`src/sv/fpe_pkg.sv`:
```
// Shared types, codes and the channel mix function for the framebuffer pixel engine.
// No dependencies; imported by fpe_ctrl, fpe_datapath, framebuffer_pixel_engine and its testbench.
package fpe_pkg;

	localparam int PANEL_WIDTH_DEF  = 64;
	localparam int PANEL_HEIGHT_DEF = 32;
	localparam int COORD_W          = 16;
	localparam int CHAN_W           = 8;
	localparam int CFG_W            = 16;

	// item modes; code 3 writes nothing and returns black
	localparam logic [1:0] MODE_SET   = 2'd0;
	localparam logic [1:0] MODE_BLEND = 2'd1;
	localparam logic [1:0] MODE_READ  = 2'd2;

	// register indexes
	localparam logic REG_CAM_X = 1'b0;
	localparam logic REG_CAM_Y = 1'b1;

	typedef enum logic [2:0] {
		ST_CLEAR,
		ST_IDLE,
		ST_READ,
		ST_MIX,
		ST_COMMIT
	} state_t;

	typedef struct packed {
		logic clr_wr;
		logic capture;
		logic rd;
		logic mix;
		logic commit;
	} ctrl_cmd_t;

	typedef struct packed {
		logic clr_last;
	} dp_status_t;

	// (fresh*a + old*(255-a)) >> 8
	function automatic logic [CHAN_W-1:0] mix_chan(input logic [CHAN_W-1:0] fresh,
			input logic [CHAN_W-1:0] old, input logic [CHAN_W-1:0] a);
		logic [2*CHAN_W-1:0] p_new;
		logic [2*CHAN_W-1:0] p_old;
		logic [2*CHAN_W:0]   sum;
		p_new = (2*CHAN_W)'(fresh) * (2*CHAN_W)'(a);
		p_old = (2*CHAN_W)'(old) * (2*CHAN_W)'(8'd255 - a);
		sum   = {1'b0, p_new} + {1'b0, p_old};
		return sum[2*CHAN_W-1:CHAN_W];
	endfunction

endpackage

```
`src/sv/fpe_ctrl.sv`:
```
// Controller state machine of the framebuffer pixel engine: clearing pass, item sequencing
// and the output word register's valid. Depends on fpe_pkg.
module fpe_ctrl (
	input  logic                   clk,
	input  logic                   arst_n,
	input  logic                   in_valid,
	output logic                   in_stall,
	output logic                   out_valid,
	input  logic                   out_stall,
	input  fpe_pkg::dp_status_t    status,
	output fpe_pkg::ctrl_cmd_t     cmd
);
	import fpe_pkg::*;

	state_t state_q;
	state_t state_d;
	logic   out_valid_q;
	logic   out_valid_d;

	always_ff @(posedge clk or negedge arst_n) begin
		if (!arst_n) begin
			state_q     <= ST_CLEAR;
			out_valid_q <= 1'b0;
		end else begin
			state_q     <= state_d;
			out_valid_q <= out_valid_d;
		end
	end

	always_comb begin
		state_d = state_q;
		cmd     = '0;
		case (state_q)
			ST_CLEAR: begin
				cmd.clr_wr = 1'b1;
				if (status.clr_last)
					state_d = ST_IDLE;
			end
			ST_IDLE: begin
				if (in_valid) begin
					cmd.capture = 1'b1;
					state_d     = ST_READ;
				end
			end
			ST_READ: begin
				cmd.rd  = 1'b1;
				state_d = ST_MIX;
			end
			ST_MIX: begin
				cmd.mix = 1'b1;
				state_d = ST_COMMIT;
			end
			ST_COMMIT: begin
				// hold here while the previous word still waits
				if (!out_valid_q || !out_stall) begin
					cmd.commit = 1'b1;
					state_d    = ST_IDLE;
				end
			end
			default: state_d = ST_CLEAR;
		endcase

		if (cmd.commit)
			out_valid_d = 1'b1;
		else if (!out_stall)
			out_valid_d = 1'b0;
		else
			out_valid_d = out_valid_q;
	end

	assign in_stall  = (state_q != ST_IDLE);
	assign out_valid = out_valid_q;

endmodule

```
`config.mk`:
```
export PLATFORM = sky130hd
export DESIGN_NAME = fpe_ctrl
export DESIGN_NICKNAME = d
export VERILOG_FILES = /design/src/sv/fpe_pkg.sv /design/src/sv/fpe_ctrl.sv
export SDC_FILE = /design/constraint.sdc
export NUM_CORES = 1
export LEC_CHECK = 0
export ABC_AREA = 1
export ABC_CLOCK_PERIOD_IN_PS = 2000
export BUFFER_PORTS_ARGS = -buffer_cell sky130_fd_sc_hd__buf_4
export CORE_AREA = 3 3 40 42
export CTS_CLUSTER_SIZE = 14
export DETAILED_ROUTE_END_ITERATION = 16
export DIE_AREA = 0 0 43 45
export GPL_TIMING_DRIVEN = 0
export PLACE_DENSITY = 0.45
export SLEW_MARGIN = 30
export SYNTH_ARGS = -nofsm -noshare
export SYNTH_HDL_FRONTEND = slang
export SYNTH_SLANG_ARGS = --single-unit
```
`constraint.sdc`:
```
create_clock -name clk -period 2 [get_ports clk]
set_clock_uncertainty 0.2 [all_clocks]
set_input_delay 0.3 -clock clk [delete_from_list [all_inputs] [get_ports clk]]
set_output_delay 0.3 -clock clk [all_outputs]
set_load 0.03 [all_outputs]
```
---- Word level (Yosys, flattened, before mapping) ----
Cells that the tools add are included.
storage, ports and cells
  output and inout port bits .............. 7
  input bits .............................. 5
  logic and storage cells ................. 29
  register bits ........................... 4
cells by class
  reductions and logical operators ........ 5
  mux-type cells .......................... 13
  eq/ne operators ......................... 9
operators with widths
  cell                                                                      count
  3-bit case mux with 5 select lines                                        1
  1-bit 2-to-1 mux                                                          9
  3-bit 2-to-1 mux                                                          3
  3-bit by 2-bit == test with 1-bit output (second input constant)          2
  2-bit inequality test (second input constant)                             3
  3-bit by 1-bit == test with 1-bit output (second input constant)          1
  3-bit == test (second input constant)                                     1
  3-bit zero test                                                           1
  3-bit by 1-bit inequality test with 1-bit output (second input constant)  1
  3-bit AND reduction                                                       1
  1-bit zero test                                                           2
  2-bit by 1-bit inequality test with 1-bit output (second input constant)  1
  1-bit logical OR                                                          1

---- Depth between registers and ports, before layout ----
Gate-level depths: netlist of run 1.
  depth in word-level cells ............... 5
  gate-level depth with buffers ........... 5
  depth with buffers taken out ............ 5

---- Worst setup path before layout of run 1 ----
OpenSTA, ideal clock, no wires.
  path kind ............................... reg2out
  from .................................... reg state_q[2]
  to ...................................... out cmd[3] in the netlist's numbering
  path slack .............................. 0.228 ns
  arrival ................................. 1.272 ns
  path buffers ............................ 1
  required time ........................... 1.500 ns
  cell stages (with the launch flop) ...... 5
  path through ............................ dfrtp_1 buf_6 nor2_4 nand2_1 nor2_1
RTL lines
  element                 line            source
  from (decl)             fpe_ctrl.sv:15  state_t state_q;
  from (signal assigned)  fpe_ctrl.sv:25  state_q <= state_d;
  to (decl)               fpe_ctrl.sv:11  output fpe_pkg::ctrl_cmd_t cmd

==> metrics.txt, run 1 <==
DRC viols 0; Synth cell types 15; status finished, final reports clean; CP Max Fanout 4; post-synth net total approximately 40; leakage power figure ~0.23 nW; DRT antenna net count 0; port bufs 11; post-synthesis sequential area ratio between 30% and 40%; CP Capture Type output pin; post-synthesis xor/xnor area fraction 0%; WL per Instance roughly 8.6 um; I/O pins 12; setup_tns 0 ns; largest family of logic cells by synthesized area simple AND/OR/NAND/NOR gates; die width 43 um; Total GRT Usage approximately 7.9%; cells after synthesis 36; post-synthesis average cell area approximately 7.5 sq um; vias per inst 3.97; RSZ-0062 raised after global routing no; area share of the largest cell type after synthesis 37.0%; initial antenna violation count 0; number of fill cells around 150; P&R area growth vs syn 49.5%; Hold Buf Count CTS 1; Area contributors post-synth dfrtp_1, nand2_1, nand3_2; synth cell count leaders nand2_1, inv_1, nor2_1; H-tree Lvls 1; pin count of the biggest net entering global routing 9; Max Root-Sink Buffers 2; CTS tree done; Clk Latency, worst-skew pair approximately 0.24 ns; cell at the root of the clock tree clkbuf_4; DP Wirelength between 400 and 500 um; gpl congestion roughly 0.70; vias in the first global route approximately 230; layout cells sized above 1 between 40% and 50%; dpl cells between 60 and 70; PD cells between 1500 and 2000 mW/mm^2; Row Count 13; Core Box Area roughly 0.0013 sq mm; Resize count post-CTS 0; drt first pass iters 4; hold path depth 3; final period utilization 90.7%; Crit Path Class reg2out; type of origin of the critical path register; top-count cell post-synth nand2_1; Post-Layout Cell Count 66; total chip power 737 uW; ANT cells 0; compound-gate portion of the synthesized area roughly 6.9%; GRT overflow 0; pre-CTS WS 0.445 ns; area of the multi-input gates 118 sq um; CP required 1.50 ns; ys async rst share 100%; Synth Area in Adders 0%; DRT iter0 DRCs 3; routed via count ~260; Max Freq ~0.55 GHz; worst relative slew slack 86.2%; Hold Fails Final Rpt 0; setup ws final ~0.19 ns; setup violators final 0; Max Slew Vio Count 0; Arr. time, crit path 1.31 ns; Register-to-Register Path Depth 4; storage element area 100 sq um; worst-margin pin slew approximately 0.20 ns; Initial Util between 20% and 30%; Synth area leader dfrtp_1; global-route wire length before repair around 1.0 mm; clock sink count 4; Yosys reg bits 4; Die Span Y roughly 45 um; Post-Route WL 566 um; die area roughly 0.0019 sq mm; mux contribution to synthesized area 0%; YS warnings 0; Hold Path Class in2reg; synthesized cell area between 200 and 300 sq um; min cycle time layout about 1.8 ns; nets@finish 58; setup slack, reg-to-reg around 0.81 ns; maximum VDD drop 582 uV; post-CTS setup buffer count 0; Synth Flop Type dfrtp_1; TritonCTS buffer count 3; max-cap check violation count 0; CTS clock-pin slew for the worst setup and hold paths roughly 0.04 ns; EDFF count, synth 0; Simple-Gate Fraction of Synth Area ~37%
==> layout make-up <==
cell class,instances,area share [%]
plain buffers,3,6.50
clock buffers,3,5.57
inverters,7,6.50
multi-input cells,22,29.1
flip-flops and latches,4,24.8
well taps,15,4.64
repair buffers,12,22.9
==> sequential cells by signal (all words and copies together) (netlist names) <==
register   cells
state_q        3
out_valid      1
==> placed cells by master, fill, tap and decap left out, drive strengths merged, types with 2 or more instances in the layout <==
| master | count |
|---|---|
| buf | 14 |
| inv | 7 |
| nor2 | 7 |
| nand2 | 6 |
| nand3 | 5 |
| dfrtp | 4 |
| clkbuf | 3 |
| o21ai | 2 |
==> worst max-delay path, cell delays in order, from the launching register on <==
cell     delay [ns]
dfrtp_1        0.41
nor2_2         0.21
nand2_1        0.10
nor2_1         0.10
buf_4          0.11
buf_4          0.14
==> per-layer routing <==
metal / vias to the layer above / track usage (%) / part of all wire (%)
li1: 141 / - / -
met1: 108 / 9.27 / 45
met2: 8 / 9.58 / 45
met3: 5 / 3.59 / 5.5
met4: 0 / 9.04 / 3.7
met5: - / 0 / 0
==> final timing paths <==
path                            startpoint    endpoint
worst max-delay path            state_q[0]      cmd[0]
worst min-delay path             out_stall   out_valid
worst min register to register   out_valid   out_valid
max in group asynchronous           arst_n  state_q[2]
worst max register to register  state_q[0]  state_q[0]
min in group asynchronous           arst_n  state_q[0]
==> logic make-up after synthesis <==
| family | count (synthesis) |
|---|---|
| AOI/OAI and AO/OA | 3 |
| buffers and inverters | 10 |
| DFF | 4 |
| and+or+nand+nor | 19 |
==> per-stage QoR <==
stage | hold WS (ns) | instance area (sq um) | util [%]
after floorplan | -0.196 | 270 | -
after detailed placement | -0.100 | 372 | 28.9
final | 0.0823 | 404 | 31.5
after CTS | 0.0790 | 404 | 31.5
after global routing | 0.0999 | 404 | 31.5
after global placement | -0.101 | 372 | 28.9
==> power by group <==
group | switching [mW] | internal (mW) | total, mW
clock | 0.0362 | 0.0673 | 0.104
sequential | 0.0297 | 0.120 | 0.150
combinational | 0.298 | 0.185 | 0.484
(Power assumes the default switching activity.)
==> inputs of run 2 (changes only) <==
- HOLD_SLACK_MARGIN: not set -> 0.15
- SLEW_MARGIN: 30 -> not set
==> run 2 against run 1 <==
  * Clock-buffer cell count stayed put
  * Clock power hardly changed
  * Flip-flop and latch count stayed put
  * Global-route usage did not move
  * Power increased by 0.81%
  * Critical path type is now in2out
  * Critical endpoint unchanged
  * Largest power group unchanged
==> metrics.txt, run 2 (synthesis results as in run 1) <==
clock sink count 4 (unchanged); CP required 1.50 ns (about the same); H-tree Lvls 1 (unchanged); max reg flops 3 (unchanged); initial antenna violation count 0 (unchanged); Row Count 13 (unchanged); Max Root-Sink Buffers 2 (unchanged); DRT iter0 DRCs 3 (unchanged); maximum VDD drop 584 uV (was 582 uV); setup ws final 0.0841 ns (was 0.187 ns); most common cell after layout, fill and taps aside buf_4 (unchanged); CP Capture Type output pin (unchanged); drt first pass iters 4 (unchanged); Core Box Area 0.00128 sq mm (unchanged); min cycle time layout 1.92 ns (was 1.81 ns); commonest non-fill, non-tap cells in the layout buf_4, nand2_1, inv_1, nor2_1, dfrtp_1 (unchanged); DP Wirelength 451 um (unchanged); vias in the first global route 233 (unchanged); vias per inst 3.84 (was 3.97); Arr. time, crit path 1.42 ns (was 1.31 ns); setup violators final 0 (unchanged); nets@finish 59 (was 58); max-cap check violation count 0 (unchanged); ANT cells 0 (unchanged); Initial Util 21.0% (unchanged); pin count of the biggest net entering global routing 9 (unchanged); global-route wire length before repair 1.01 mm (unchanged); type of origin of the critical path input port (was register); gpl congestion 0.705 (unchanged); cell at the root of the clock tree clkbuf_4 (unchanged); TritonCTS buffer count 3 (unchanged); post-CTS setup buffer count 0 (unchanged); Hold Fails Final Rpt 0 (unchanged); GRT overflow 0 (unchanged); Post-Route WL 580 um (was 566 um); Die Span Y 45 um (unchanged); worst relative slew slack 86.2% (about the same); status finished, final reports clean (unchanged); Max Freq 0.522 GHz (was 0.551 GHz); die width 43 um (unchanged); routed via count 257 (was 262); PD cells 1780 mW/mm^2 (was 1820 mW/mm^2); dpl cells 62 (unchanged); pre-CTS WS 0.445 ns (unchanged); Crit Path Class in2out (was reg2out); Post-Layout Cell Count 67 (was 66); DRC viols 0 (unchanged); CP Max Fanout 2 (was 4); die area 0.00194 sq mm (unchanged); final period utilization 95.8% (was 90.7%); layout cells sized above 1 46.2% (was 47.1%); I/O pins 12 (unchanged); RSZ-0062 raised after global routing no (unchanged); port bufs 11 (unchanged); worst-margin pin slew 0.205 ns (about the same); CTS tree done (unchanged); Max Slew Vio Count 0 (unchanged); leakage power figure 0.237 nW (was 0.232 nW); setup_tns 0 ns (unchanged); Clk Latency, worst-skew pair 0.23 ns (was 0.24 ns); Total GRT Usage 7.86% (unchanged); Hold Path Class in2reg (unchanged); CTS clock-pin slew for the worst setup and hold paths 0.04 ns (about the same); WL per Instance 8.66 um (was 8.58 um); P&R area growth vs syn 54.6% (was 49.5%); largest reg by FF count state_q (unchanged); DRT antenna net count 0 (unchanged)
## run 2: cell count changes in the layout (fill, tap and decap cells not counted)
cell / change
dlygate4sd3_1: +1
buf_6: +1
buf_4: -1
## run 2: where the power goes
part | internal, mW | switching (mW) | leakage [nW]
clock | 0.0673 | 0.0348 | 0.0138
sequential | 0.120 | 0.0296 | 0.0511
combinational | 0.190 | 0.302 | 0.172
## run 2: final timing paths
| check | from | endpoint | slack (ns) | depth (start not counted) |
|---|---|---|---|---|
| max in group asynchronous | arst_n | state_q[2] | 1.30 | 2 |
| worst max register to register | state_q[0] | state_q[0] | 0.81 | 4 |
| min in group asynchronous | arst_n | state_q[0] | 0.20 | 2 |
| worst min-delay path | in_valid | state_q[0] | 0.16 | 4 |
| worst max-delay path | out_stall | cmd[0] | 0.08 | 7 |
| worst min register to register | out_valid | out_valid | 0.29 | 2 |
## run 2: final cells by class
cell class,count,area (sq um)
Fill cell,146,867
Inverter,7,26.3
Tap cell,15,18.8
Multi-Input combinational cell,22,118
Buffer,3,26.3
Timing Repair Buffer,13,106
Sequential cell,4,100
Clock buffer,3,22.5
## run 2: timing repair
action                     4_1_cts  5_1_grt
setup endpoints to repair        0        1
hold buffers                     2        0
hold endpoints to repair         5        0
gates resized for setup          0        1
## run 2: routing by layer
metal,wire (um),GRT usage [%],up-vias
met1,262,9.27,107
met2,281,9.58,5
met4,6,9.04,0
met3,28,3.59,2
met5,0,0,-
li1,-,-,143
## run 2: per-stage QoR
| step | instance area, sq um | hold WS, ns | utilization [%] | total power, mW |
|---|---|---|---|---|
| 4_1_cts | 414 | 0.155 | 32.2 | 0.751 |
| 3_3_place_gp | 372 | -0.101 | 28.9 | 0.643 |
| 2_1_floorplan | 270 | -0.196 | - | 0.501 |
| 3_5_place_dp | 372 | -0.100 | 28.9 | 0.641 |
| 5_1_grt | 418 | 0.178 | 32.5 | 0.809 |
| 6_report | 418 | 0.157 | 32.5 | 0.743 |
## run 2: critical path, stage by stage
cell and delay (ns):
dlygate4sd3_1 0.53, buf_4 0.13, nand2_1 0.07, inv_1 0.06
nor2_1 0.10, buf_4 0.11, buf_6 0.12
